<file path="config.mk">
export PLATFORM = sky130hd
export DESIGN_NAME = dda_line_rasterizer
export DESIGN_NICKNAME = d
export VERILOG_FILES = /design/src/dlr_pkg.sv /design/src/dlr_datapath.sv /design/src/dlr_ctrl.sv /design/src/dda_line_rasterizer.sv
export SDC_FILE = /design/constraint.sdc
export NUM_CORES = 1
export LEC_CHECK = 0
export CORE_MARGIN = 1
export CORE_UTILIZATION = 29
export DETAILED_ROUTE_END_ITERATION = 6
export DONT_BUFFER_PORTS = 1
export SLEW_MARGIN = 10
export SYNTH_ARGS = -nofsm -noshare
export SYNTH_HDL_FRONTEND = slang
export SYNTH_SLANG_ARGS = --single-unit
export TNS_END_PERCENT = 10
</file>
<file path="constraint.sdc">
create_clock -name clock -period 9.7 [get_ports clock]
set_input_delay 1.455 -clock clock [delete_from_list [all_inputs] [get_ports clock]]
set_output_delay 1.455 -clock clock [all_outputs]
set_load 0.03 [all_outputs]
</file>
<file path="src/dlr_pkg.sv">
package dlr_pkg;

   // request kinds (req_tuser)
   localparam logic KIND_START = 1'b0;
   localparam logic KIND_STEP  = 1'b1;

   // configuration register indexes
   localparam int CSR_INDEX_BITS = 1;
   localparam logic [CSR_INDEX_BITS-1:0] REG_ROW_WIDTH       = 1'b0;
   localparam logic [CSR_INDEX_BITS-1:0] REG_BYTES_PER_PIXEL = 1'b1;

   // fixed field widths
   localparam int ROW_WIDTH_BITS = 13;
   localparam int BPP_BITS       = 3;
   localparam int CSR_DATA_BITS  = 13;
   localparam int OFFSET_BITS    = 26;
   localparam int COLOR_BITS     = 32;

   // register reset values
   localparam logic [ROW_WIDTH_BITS-1:0] ROW_WIDTH_RESET = 13'd640;
   localparam logic [BPP_BITS-1:0]       BPP_RESET       = 3'd4;

   // controller -> datapath
   typedef struct packed {
      logic load_line;   // latch endpoints, spans and start the divider
      logic div_step;    // one quotient bit
      logic take_pixel;  // form pixel coordinates, advance the step
      logic calc_row;    // y * row_width + x
      logic load_out;    // scale by bytes per pixel into the output register
   } dlr_cmd_type;

   // datapath -> controller
   typedef struct packed {
      logic div_done;    // last quotient bit in this cycle
      logic span_zero;   // latched line has no pixels
      logic pixel_last;  // current step is the final pixel
   } dlr_status_type;

endpackage

</file>
<file path="src/dlr_datapath.sv">
module dlr_datapath #(
   parameter int COORD_BITS = 12,
   parameter int FRAC_BITS  = 16
) (
   input  logic                               clock,
   input  logic                               reset,
   input  dlr_pkg::dlr_cmd_type               cmd,
   output dlr_pkg::dlr_status_type            status,
   input  logic                               csr_write,
   input  logic [dlr_pkg::CSR_INDEX_BITS-1:0] csr_index,
   input  logic [dlr_pkg::CSR_DATA_BITS-1:0]  csr_data,
   input  logic [COORD_BITS-1:0]              start_x,
   input  logic [COORD_BITS-1:0]              start_y,
   input  logic [COORD_BITS-1:0]              end_x,
   input  logic [COORD_BITS-1:0]              end_y,
   input  logic [dlr_pkg::COLOR_BITS-1:0]     line_color,
   output logic [COORD_BITS-1:0]              pixel_x,
   output logic [COORD_BITS-1:0]              pixel_y,
   output logic [dlr_pkg::OFFSET_BITS-1:0]    pixel_offset,
   output logic [dlr_pkg::COLOR_BITS-1:0]     pixel_color,
   output logic                               last_pixel
);
   import dlr_pkg::*;

   localparam int DIV_BITS = COORD_BITS + FRAC_BITS;
   localparam int CNT_BITS = $clog2(DIV_BITS);
   localparam int ACC_BITS = COORD_BITS + FRAC_BITS + 1;

   // configuration registers
   logic [ROW_WIDTH_BITS-1:0] row_width_ff, row_width_in;
   logic [BPP_BITS-1:0]       bpp_ff, bpp_in;

   // line state
   logic [COORD_BITS-1:0] origin_x_ff, origin_x_in;
   logic [COORD_BITS-1:0] origin_y_ff, origin_y_in;
   logic [COORD_BITS-1:0] span_ff, span_in;
   logic [COORD_BITS-1:0] step_ff, step_in;
   logic                  major_neg_ff, major_neg_in;
   logic                  minor_neg_ff, minor_neg_in;
   logic                  y_major_ff, y_major_in;
   logic [ACC_BITS-1:0]   acc_ff, acc_in;
   logic [COLOR_BITS-1:0] color_ff, color_in;

   // divider: quotient shifts in from the bottom as the dividend shifts out
   logic [DIV_BITS-1:0]   div_rq_ff, div_rq_in;
   logic [COORD_BITS-1:0] div_rem_ff, div_rem_in;
   logic [COORD_BITS-1:0] div_den_ff, div_den_in;
   logic [CNT_BITS-1:0]   div_cnt_ff, div_cnt_in;

   // pixel pipeline
   logic [COORD_BITS-1:0]  px_ff, px_in;
   logic [COORD_BITS-1:0]  py_ff, py_in;
   logic                   last_ff, last_in;
   logic [OFFSET_BITS-1:0] row_ff, row_in;

   // output register
   logic [COORD_BITS-1:0]  out_x_ff, out_y_ff;
   logic [OFFSET_BITS-1:0] out_off_ff, out_off_in;
   logic [COLOR_BITS-1:0]  out_color_ff;
   logic                   out_last_ff;

   // start decode
   logic [COORD_BITS:0]   dx, dy, dx_neg, dy_neg;
   logic [COORD_BITS-1:0] adx, ady;
   logic                  swap;

   // divider step
   logic [COORD_BITS:0] div_trial;
   logic                div_ge;

   // pixel coordinates
   logic [FRAC_BITS:0]    slope_mag;
   logic [COORD_BITS-1:0] minor_mag, origin_major, origin_minor;
   logic [COORD_BITS-1:0] major_coord, minor_coord;
   logic [COORD_BITS:0]   step_next;
   logic                  pixel_last;

   // spans, magnitudes and axis swap
   always_comb begin
      dx     = {1'b0, end_x} - {1'b0, start_x};
      dy     = {1'b0, end_y} - {1'b0, start_y};
      dx_neg = -dx;
      dy_neg = -dy;
      adx    = dx[COORD_BITS] ? dx_neg[COORD_BITS-1:0] : dx[COORD_BITS-1:0];
      ady    = dy[COORD_BITS] ? dy_neg[COORD_BITS-1:0] : dy[COORD_BITS-1:0];
      swap   = ady > adx;
   end

   // restoring division step
   always_comb begin
      div_trial = {div_rem_ff, div_rq_ff[DIV_BITS-1]};
      div_ge    = div_trial >= {1'b0, div_den_ff};
   end

   // pixel coordinates from the current step
   always_comb begin
      slope_mag    = div_rq_ff[FRAC_BITS:0];
      minor_mag    = acc_ff[FRAC_BITS +: COORD_BITS];
      origin_major = y_major_ff ? origin_y_ff : origin_x_ff;
      origin_minor = y_major_ff ? origin_x_ff : origin_y_ff;
      major_coord  = major_neg_ff ? origin_major - step_ff : origin_major + step_ff;
      minor_coord  = minor_neg_ff ? origin_minor - minor_mag : origin_minor + minor_mag;
      step_next    = {1'b0, step_ff} + 1'b1;
      pixel_last   = step_next >= {1'b0, span_ff};
   end

   // next-state values
   always_comb begin
      row_width_in = row_width_ff;
      bpp_in       = bpp_ff;
      if (csr_write) begin
         unique case (csr_index)
            REG_ROW_WIDTH:       row_width_in = csr_data[ROW_WIDTH_BITS-1:0];
            REG_BYTES_PER_PIXEL: bpp_in       = csr_data[BPP_BITS-1:0];
            default: ;
         endcase
      end

      origin_x_in  = origin_x_ff;
      origin_y_in  = origin_y_ff;
      span_in      = span_ff;
      step_in      = step_ff;
      major_neg_in = major_neg_ff;
      minor_neg_in = minor_neg_ff;
      y_major_in   = y_major_ff;
      acc_in       = acc_ff;
      color_in     = color_ff;
      div_rq_in    = div_rq_ff;
      div_rem_in   = div_rem_ff;
      div_den_in   = div_den_ff;
      div_cnt_in   = div_cnt_ff;
      px_in        = px_ff;
      py_in        = py_ff;
      last_in      = last_ff;

      if (cmd.load_line) begin
         origin_x_in  = start_x;
         origin_y_in  = start_y;
         color_in     = line_color;
         y_major_in   = swap;
         major_neg_in = swap ? dy[COORD_BITS] : dx[COORD_BITS];
         minor_neg_in = swap ? dx[COORD_BITS] : dy[COORD_BITS];
         span_in      = swap ? ady : adx;
         step_in      = '0;
         acc_in       = '0;
         div_rq_in    = {(swap ? adx : ady), {FRAC_BITS{1'b0}}};
         div_rem_in   = '0;
         div_den_in   = swap ? ady : adx;
         div_cnt_in   = '0;
      end

      if (cmd.div_step) begin
         div_rem_in = div_ge ? COORD_BITS'(div_trial - {1'b0, div_den_ff})
                             : div_trial[COORD_BITS-1:0];
         div_rq_in  = {div_rq_ff[DIV_BITS-2:0], div_ge};
         div_cnt_in = div_cnt_ff + 1'b1;
      end

      if (cmd.take_pixel) begin
         px_in   = y_major_ff ? minor_coord : major_coord;
         py_in   = y_major_ff ? major_coord : minor_coord;
         last_in = pixel_last;
         if (!pixel_last) begin
            step_in = step_next[COORD_BITS-1:0];
            acc_in  = acc_ff + ACC_BITS'(slope_mag);
         end
      end
   end

   // offset arithmetic, modulo the offset width
   always_comb begin
      row_in     = OFFSET_BITS'(OFFSET_BITS'(py_ff) * OFFSET_BITS'(row_width_ff))
                 + OFFSET_BITS'(px_ff);
      out_off_in = OFFSET_BITS'(row_ff * OFFSET_BITS'(bpp_ff));
   end

   // configuration registers
   always_ff @(posedge clock) begin
      if (reset) begin
         row_width_ff <= ROW_WIDTH_RESET;
         bpp_ff       <= BPP_RESET;
      end else begin
         row_width_ff <= row_width_in;
         bpp_ff       <= bpp_in;
      end
   end

   // line state, divider and pixel pipeline
   always_ff @(posedge clock) begin
      origin_x_ff  <= origin_x_in;
      origin_y_ff  <= origin_y_in;
      span_ff      <= span_in;
      step_ff      <= step_in;
      major_neg_ff <= major_neg_in;
      minor_neg_ff <= minor_neg_in;
      y_major_ff   <= y_major_in;
      acc_ff       <= acc_in;
      color_ff     <= color_in;
      div_rq_ff    <= div_rq_in;
      div_rem_ff   <= div_rem_in;
      div_den_ff   <= div_den_in;
      div_cnt_ff   <= div_cnt_in;
      px_ff        <= px_in;
      py_ff        <= py_in;
      last_ff      <= last_in;
      if (cmd.calc_row) begin
         row_ff <= row_in;
      end
   end

   // output register
   always_ff @(posedge clock) begin
      if (cmd.load_out) begin
         out_x_ff     <= px_ff;
         out_y_ff     <= py_ff;
         out_off_ff   <= out_off_in;
         out_color_ff <= color_ff;
         out_last_ff  <= last_ff;
      end
   end

   assign status.div_done   = div_cnt_ff == CNT_BITS'(DIV_BITS - 1);
   assign status.span_zero  = span_ff == '0;
   assign status.pixel_last = pixel_last;

   assign pixel_x      = out_x_ff;
   assign pixel_y      = out_y_ff;
   assign pixel_offset = out_off_ff;
   assign pixel_color  = out_color_ff;
   assign last_pixel   = out_last_ff;

endmodule

</file>
<file path="src/dlr_ctrl.sv">
module dlr_ctrl (
   input  logic                    clock,
   input  logic                    reset,
   input  logic                    req_tvalid,
   input  logic                    req_kind,
   output logic                    req_tready,
   output logic                    rsp_tvalid,
   input  logic                    rsp_tready,
   input  dlr_pkg::dlr_status_type status,
   output dlr_pkg::dlr_cmd_type    cmd
);
   import dlr_pkg::*;

   localparam logic [1:0] ST_ACCEPT = 2'd0;
   localparam logic [1:0] ST_DIV    = 2'd1;
   localparam logic [1:0] ST_MUL    = 2'd2;
   localparam logic [1:0] ST_SCALE  = 2'd3;

   logic [1:0] state_ff, state_in;
   logic       line_active_ff, line_active_in;
   logic       rsp_valid_ff, rsp_valid_in;
   logic       req_fire, out_free;

   assign req_tready = state_ff == ST_ACCEPT;
   assign req_fire   = req_tvalid && req_tready;
   assign out_free   = !rsp_valid_ff || rsp_tready;

   // sequencer
   always_comb begin
      state_in       = state_ff;
      line_active_in = line_active_ff;
      cmd            = '0;
      unique case (state_ff)
         ST_ACCEPT: begin
            if (req_fire) begin
               if (req_kind == KIND_START) begin
                  cmd.load_line  = 1'b1;
                  line_active_in = 1'b0;
                  state_in       = ST_DIV;
               end else if (line_active_ff) begin
                  cmd.take_pixel = 1'b1;
                  if (status.pixel_last) begin
                     line_active_in = 1'b0;
                  end
                  state_in = ST_MUL;
               end
            end
         end
         ST_DIV: begin
            cmd.div_step = 1'b1;
            if (status.div_done) begin
               line_active_in = !status.span_zero;
               state_in       = ST_ACCEPT;
            end
         end
         ST_MUL: begin
            cmd.calc_row = 1'b1;
            state_in     = ST_SCALE;
         end
         ST_SCALE: begin
            if (out_free) begin
               cmd.load_out = 1'b1;
               state_in     = ST_ACCEPT;
            end
         end
         default: state_in = ST_ACCEPT;
      endcase
   end

   // result valid: set on load, cleared when taken
   always_comb begin
      rsp_valid_in = rsp_valid_ff;
      if (cmd.load_out) begin
         rsp_valid_in = 1'b1;
      end else if (rsp_tready) begin
         rsp_valid_in = 1'b0;
      end
   end

   always_ff @(posedge clock) begin
      if (reset) begin
         state_ff       <= ST_ACCEPT;
         line_active_ff <= 1'b0;
         rsp_valid_ff   <= 1'b0;
      end else begin
         state_ff       <= state_in;
         line_active_ff <= line_active_in;
         rsp_valid_ff   <= rsp_valid_in;
      end
   end

   assign rsp_tvalid = rsp_valid_ff;

   // no line is live while the slope is being divided
   assert property (@(posedge clock) disable iff (reset)
      state_ff == ST_DIV |-> !line_active_ff)
      else $error("line active during slope division");

   // a pixel is only formed for a live line
   assert property (@(posedge clock) disable iff (reset)
      cmd.take_pixel |-> line_active_ff)
      else $error("pixel taken with no active line");

   // the final pixel ends the line
   assert property (@(posedge clock) disable iff (reset)
      cmd.take_pixel && status.pixel_last |=> !line_active_ff)
      else $error("line still active after final pixel");

   // a finished pixel lands in the output register and the block reopens
   assert property (@(posedge clock) disable iff (reset)
      state_ff == ST_SCALE && out_free |=> rsp_valid_ff && state_ff == ST_ACCEPT)
      else $error("pixel result not presented");

endmodule

</file>
<file path="src/dda_line_rasterizer.sv">
// DDA line rasterizer. A start request (req_tuser = 0) latches both endpoints
// and the color, swaps axes when the y span is longer, and divides the short
// span by the long span into an unsigned Q(FRAC_BITS) slope magnitude with a
// restoring divider that makes one quotient bit per cycle; the block takes no
// further request until the last quotient bit is made. Each step request
// (req_tuser = 1) then yields one pixel: x, y, byte offset (x + y *
// row_width) * bytes_per_pixel modulo 2^26, the color and tlast on the final
// pixel. A step passes coordinate forming, the row multiply and the byte
// scaling in turn; no new request is taken until the scaling has loaded the
// output register, which waits until an earlier result has been taken; a
// waiting result sits in the output register while the next request is
// accepted. The end point is not drawn, a zero-length line gives no pixels
// and steps while idle are dropped. There is no clipping. Write row_width
// (index 0) and bytes_per_pixel (index 1) only while the block is idle.
module dda_line_rasterizer #(
   parameter int COORD_BITS = 12,
   parameter int FRAC_BITS  = 16
) (
   input  logic                               clock,
   input  logic                               reset,
   // start_x, start_y, end_x, end_y, line_color
   input  logic [((4*COORD_BITS+dlr_pkg::COLOR_BITS+7)/8)*8-1:0] req_tdata,
   // kind
   input  logic                               req_tuser,
   input  logic                               req_tvalid,
   output logic                               req_tready,
   // pixel_x, pixel_y, pixel_offset, pixel_color
   output logic [((2*COORD_BITS+dlr_pkg::OFFSET_BITS+dlr_pkg::COLOR_BITS+7)/8)*8-1:0]
                                              rsp_tdata,
   output logic                               rsp_tlast,
   output logic                               rsp_tvalid,
   input  logic                               rsp_tready,
   input  logic                               csr_write,
   input  logic [dlr_pkg::CSR_INDEX_BITS-1:0] csr_index,
   input  logic [dlr_pkg::CSR_DATA_BITS-1:0]  csr_data
);
   import dlr_pkg::*;

   localparam int RSP_DATA_BITS = ((2*COORD_BITS+OFFSET_BITS+COLOR_BITS+7)/8)*8;

   dlr_cmd_type    cmd;
   dlr_status_type status;

   logic [COORD_BITS-1:0]  pixel_x, pixel_y;
   logic [OFFSET_BITS-1:0] pixel_offset;
   logic [COLOR_BITS-1:0]  pixel_color;

   dlr_ctrl u_ctrl (
      .clock      (clock),
      .reset      (reset),
      .req_tvalid (req_tvalid),
      .req_kind   (req_tuser),
      .req_tready (req_tready),
      .rsp_tvalid (rsp_tvalid),
      .rsp_tready (rsp_tready),
      .status     (status),
      .cmd        (cmd)
   );

   dlr_datapath #(
      .COORD_BITS (COORD_BITS),
      .FRAC_BITS  (FRAC_BITS)
   ) u_datapath (
      .clock        (clock),
      .reset        (reset),
      .cmd          (cmd),
      .status       (status),
      .csr_write    (csr_write),
      .csr_index    (csr_index),
      .csr_data     (csr_data),
      .start_x      (req_tdata[0 +: COORD_BITS]),
      .start_y      (req_tdata[COORD_BITS +: COORD_BITS]),
      .end_x        (req_tdata[2*COORD_BITS +: COORD_BITS]),
      .end_y        (req_tdata[3*COORD_BITS +: COORD_BITS]),
      .line_color   (req_tdata[4*COORD_BITS +: COLOR_BITS]),
      .pixel_x      (pixel_x),
      .pixel_y      (pixel_y),
      .pixel_offset (pixel_offset),
      .pixel_color  (pixel_color),
      .last_pixel   (rsp_tlast)
   );

   // pack result fields, lowest first, zero filled to whole bytes
   assign rsp_tdata = RSP_DATA_BITS'({pixel_color, pixel_offset, pixel_y, pixel_x});

endmodule

</file>
======== Word-level counts from Yosys, hierarchy flattened ========
Cells that the tools add are included.
operators by class
  $add $sub $neg .......................... 13
  multipliers ............................. 2
  $lt $le $gt $ge ......................... 3
  equality and inequality tests ........... 8
  multiplexer cells ....................... 50
  bitwise operators ....................... 1
  reduce and logical (&&, ||, !) cells .... 13
operators by type and width
  operator               count
  $mux 12                16
  $mux 29                3
  $mux 28                2
  $sub 12x12->12         3
  $add 29x17->29         1
  $add 25x12->26         1
  $ge 13x12->1           2
  $mul 26x3->26          1
  $sub 12x12->13         2
  $mul 12x13->25         1
  $add 12x12->12         2
  $neg 12->12            2
  $mux 1                 20
  $add 12x1->13 const B  1
  $gt 12x12->1           1
  $logic_not 12->1       1
  $mux 2                 5
  $mux 5                 2
  $pmux 2 s4             1
  $reduce_bool 2->1      3
  $add 5x1->5 const B    1
  $eq 5x5->1 const B     1
  $eq 2x2->1 const B     2
  $ne 2x2->1 const B     2
  12 further kinds       14
word-level totals
  register bits after elaboration ......... 311
  input port bits ......................... 100
  output and inout bits ................... 91
  word-level logic and storage cells ...... 116

======== Longest topological paths before layout ========
  depth after elaboration ................. 7
  gate-level depth with buffers ........... 23
  depth with buffers taken out ............ 22

======== Hierarchy ========
Synthesis repeated with hierarchy kept, for this count alone.
unflattened totals
  cell total of the unflattened synthesis .. 2378
  area total of the unflattened synthesis .. 23736.5 µm²
by module, submodules not included
  module               times used  cells an instance  area an instance (µm²)  sequential area each (µm²)
  dlr_datapath         1           2340               23445.0                 8628.3
  dlr_ctrl             1           31                 242.7                   80.1
  dda_line_rasterizer  1           7                  48.8                    0.0

======== Least setup slack after synthesis ========
Ideal clock, no wire load.
  kind .................................... input -> register
  from .................................... input port req_tdata[36] in the netlist's numbering
  to ...................................... register u_datapath.span_ff[10] (data pin)
  library setup time ...................... 0.267 ns
  arrival time ............................ 5.441 ns
  data required time ...................... 9.433 ns
  setup slack ............................. 3.992 ns
  cell stages on the path ................. 22
  path buffers ............................ 2
  cell sequence ........................... inv_1 > ha_1 > inv_1 > fa_1 > a21o_1 > a211oi_1 > a21oi_1 > a2111oi_4 > o2111ai_1 > o31ai_2 > xor2_1 > xnor2_1 > inv_1 > ha_1 > nand4_1 > o21a_1 > a21oi_1 > inv_1 > clkbuf_1 > clkbuf_1 > nor2_1 > a21oi_1
between the ends
  cells in the longest elaborated chain, start to end .. 5
RTL lines
  item                  line                       source
  from (decl)           dda_line_rasterizer.sv:22  input logic [((4*COORD_BITS+dlr_pkg::COLOR_BITS+7)/8)*8-1:0] req_tdata,
  $sub 12x12->13 *      dlr_datapath.sv:81         dy = {1'b0, end_y} - {1'b0, start_y};
  $neg 12->12           dlr_datapath.sv:83         dy_neg = -dy;
  $mux 12 *             dlr_datapath.sv:85         ady = dy[COORD_BITS] ? dy_neg[COORD_BITS-1:0] : dy[COORD_BITS-1:0];
  $gt 12x12->1          dlr_datapath.sv:86         swap = ady > adx;
  $mux 12 *             dlr_datapath.sv:143        span_in = swap ? ady : adx;
  to (signal assigned)  dlr_datapath.sv:192        span_ff <= span_in;
  to (decl)             dlr_datapath.sv:36         logic [COORD_BITS-1:0] span_ff, span_in;
Mark *: on every way between the ends. The rest lies on a longest branch, timed or not.
A chain may end at the register's enable or synchronous reset.

======== Worst setup path after layout ========
  from .................................... register u_datapath.py_ff[2]
  to ...................................... register u_datapath.row_ff[25] (data pin)
between the ends
  cells in the longest elaborated chain, start to end .. 2
RTL lines
  item                       line                 source
  from (decl)                dlr_datapath.sv:52   logic [COORD_BITS-1:0] py_ff, py_in;
  from (signal assigned)     dlr_datapath.sv:204  py_ff <= py_in;
  $mul 12x13->25             dlr_datapath.sv:172  row_in = OFFSET_BITS'(OFFSET_BITS'(py_ff) * OFFSET_BITS'(row_width_ff))
  $add 25x12->26             dlr_datapath.sv:173  + OFFSET_BITS'(px_ff);
  via u_datapath.row_in[25]  dlr_datapath.sv:54   logic [OFFSET_BITS-1:0] row_ff, row_in;
  to (signal assigned)       dlr_datapath.sv:207  row_ff <= row_in;
  to (decl)                  dlr_datapath.sv:54
The timed path passes the listed nets, and every way through them passes these cells.

==> reports/metrics.cfg <==
[hold_path]
holdPathEnd=u_datapath.pixel_color[27]
worstHoldStart=u_datapath.color_ff[27]
hold_depth=0
min_path_type=register to register

[synthesis]
synth_area_mm2=0.0239
synth.distinct_cells=83
async_reset_ff_share_pct=0
synthCells=2390
synth_seq_cells=310
synth.avg_cell_area_um2=10.0
synth-main-ff-cell=edfxtp_1
yosysWarningCount=0
synth_edf_count=250
synth_seq_area_share_pct=36.4

[setup_path]
cp.arrival_ps=6470
reg2reg_to=u_datapath.row_ff[25]
path_cells=and2_1 > fa_1 > inv_1 > fa_1 > inv_1 > fa_1 > fa_1 > inv_1 > fa_1 > inv_1 > ha_1 > a21o_1 > a21o_1 > a21o_1 > a31oi_1 > o31ai_1 > a2111oi_0 > o21bai_1 > a21oi_1 > xnor2_1
worst-setup-path-type=register to register
endpoint_kind=register
r2r-start=u_datapath.py_ff[2]
crit_top_cell=fa_1
reg2reg_slack_ps=3540
cp_max_fo=14
r2r_cells=20
critPathMaxStageDelay_ps=570
startpoint_type=register
slowest_stage=edfxtp_1
crit_required_ps=10000

[drt]
vias_per_cell=4.65
drc=0
wl_per_cell_um=15.9
drtPass1Iterations=5
wl_mm=54.7
drtAntennaViolNets=0
first_iter_violations=867
vias=16000

[clocking]
cts_tree=done
cts_made_buffers=38
clk_latency_ps=560
cts.reportedPaths.clkPinSlew_ps=60
clockBufferDepth=3
cts_sinks=310
post_cts_buffers=0
cts_root_buffer=clkbuf_16
ctsResizeCount=0
ctsHoldBuffers=0
htreeDepth=2

[global_routing]
grt_first_pass_wirelength_mm=87.1
antenna_found_initial=4
grt_max_degree=71
grtUsageTotal_pct=13.2
grt_pass1_vias=15900
overflow=0

[run_status]
status=finished clean

[timing]
fin_crit_sh_pct=63.5
finalSetupViolations=0
hold_violations=0
maxSlewViolCount=0
fmax_mhz=162
tns_ps=0
fin_skew_ps=24.8
finalCriticalPeriod_ps=6160
rsz0062_at_grt=no
slew_headroom_pct=22.5
worst_pin_slew_ps=1160

[finish]
nNetsFinal=2809
final_cells=3447
area_growth_pct=9.84
final_layout_size_suffix_gt1_share_pct=5.29
fin_util_pct=32.4

[power]
p_per_area_mw_per_mm2=177
vdd_drop_max_mv=0.123
p_leak_uw=0.0114

[placement]
portBuffers=0
placed_cells=3374
place.gp.congestion=0.819
dp_hpwl_mm=42.7

[floorplanning]
die_h_um=289
start_util_pct=29.5
rows=104
core_area_mm2=0.0811
die_x_um=289
io_pins=191
dieArea_mm2=0.0836

[job]
maxCapViolations=0

cell usage after synthesis, drive strengths merged, types with 21 or more instances:
| cell type | number | area, um2 |
|---|---|---|
| mux2i | 27 | 270 |
| nor3 | 26 | 130 |
| edfxtp | 250 | 7510 |
| ha | 203 | 2540 |
| a21oi | 113 | 573 |
| mux2 | 28 | 315 |
| nor2 | 120 | 450 |
| o21a | 21 | 158 |
| nor2b | 25 | 156 |
| o21ai | 87 | 435 |
| nand2b | 21 | 131 |
| nand3 | 49 | 245 |
| dfxtp | 60 | 1200 |
| a21o | 68 | 510 |
| xor2 | 47 | 419 |
| clkbuf | 73 | 274 |
| nand2 | 266 | 998 |
| and2 | 120 | 751 |
| and3 | 30 | 188 |
| xnor2 | 100 | 876 |
| fa | 152 | 3040 |
| inv | 310 | 1160 |
cells by family after synthesis:
family	Yosys count	synth area share (%)
AOI/OAI and AO/OA	413	11.7
xor gates and xnor gates	147	5.41
adders and majority gates	355	23.3
buffers and inverters	404	6.55
DFF	310	36.4
muxes	55	2.45
other	1	0.0157
and+or+nand+nor	705	14.1
metal layers:
| metal | part of all wire [%] | vias up | track usage (%) | wire length, um |
|---|---|---|---|---|
| met5 | 0.024 | - | 0 | 13 |
| met4 | 1.9 | 2 | 3.59 | 1060 |
| met3 | 5.0 | 57 | 2.94 | 2760 |
| met2 | 47 | 235 | 22.2 | 25900 |
| met1 | 46 | 7710 | 16.9 | 25000 |
| li1 | - | 8023 | - | - |
layout make-up:
type	count	area (um2)
antenna	3	7.51
sequential	310	8710
tap	1060	1330
multi-input combinational	1681	13700
clock inverter	16	204
clock buffer	54	1080
fill	8281	54800
timing repair buffer	12	90.1
inverter	311	1170
sequential cells by signal, summed over array words and instances, names as in the netlist, 13 cells and up:
register	cells
u_datapath.color_ff	32
u_datapath.div_rq_ff	28
u_datapath.pixel_offset	26
u_datapath.row_ff	26
u_datapath.acc_ff	28
u_datapath.pixel_color	32
u_datapath.row_width_ff	13
cell usage in the layout, fill, tap and decap left out, types with 13 or more instances in the layout:
master	count
dfxtp_1	60
xor2_1	46
nand2_1	265
o21ai_0	85
and3_1	30
ha_1	203
nand3_1	49
a21oi_1	111
nand2b_1	21
and2_1	120
clkbuf_16	40
fa_1	152
edfxtp_1	250
nor3_1	26
nor2_1	119
a31oi_1	15
mux2_2	28
inv_1	309
nor2b_1	24
a21o_1	68
o21a_1	21
mux2i_1	27
xnor2_1	100
a211oi_1	13
stage by stage:
| step | hold WS (ps) | power [uW] | area, um2 | setup slack (ps) |
|---|---|---|---|---|
| global route | 419 | 4970 | 26300 | 3160 |
| global placement | 401 | 3190 | 25000 | 3380 |
| CTS | 413 | 4700 | 26300 | 3540 |
| detailed placement | 405 | 3210 | 25000 | 3310 |
| finish | 412 | 4640 | 26300 | 3540 |
| floorplan | 400 | 2890 | 23900 | 3990 |
critical path, delay by kind of cell, from the launching register on:
family | cells | cell delay (ps)
fa+ha+maj | 6 | 2930
compound gates | 8 | 1890
flops | 1 | 570
buf+inv | 4 | 200
simple gates | 1 | 260
xor+xnor | 1 | 70
worst max-delay path by stage:
stage | cells past startpoint | startpoint | slack (ps) | end
after floorplan | 22 | req_tdata[36] | 3990 | u_datapath.span_ff[10]
after global placement | 22 | req_tdata[36] | 3380 | u_datapath.div_rq_ff[27]
after detailed placement | 22 | req_tdata[36] | 3310 | u_datapath.div_rq_ff[27]
after CTS | 20 | u_datapath.py_ff[2] | 3540 | u_datapath.row_ff[25]
after global routing | 20 | u_datapath.py_ff[2] | 3160 | u_datapath.row_ff[25]
final | 20 | u_datapath.py_ff[2] | 3540 | u_datapath.row_ff[25]
power by group:
group / leakage (uW) / internal (uW) / switching [uW]
clock network: 0.000631 / 890 / 570
registers: 0.00279 / 1590 / 69.9
logic: 0.00798 / 643 / 874
total: 0.0114 / 3130 / 1510
Power figures use the tool's default switching activity.
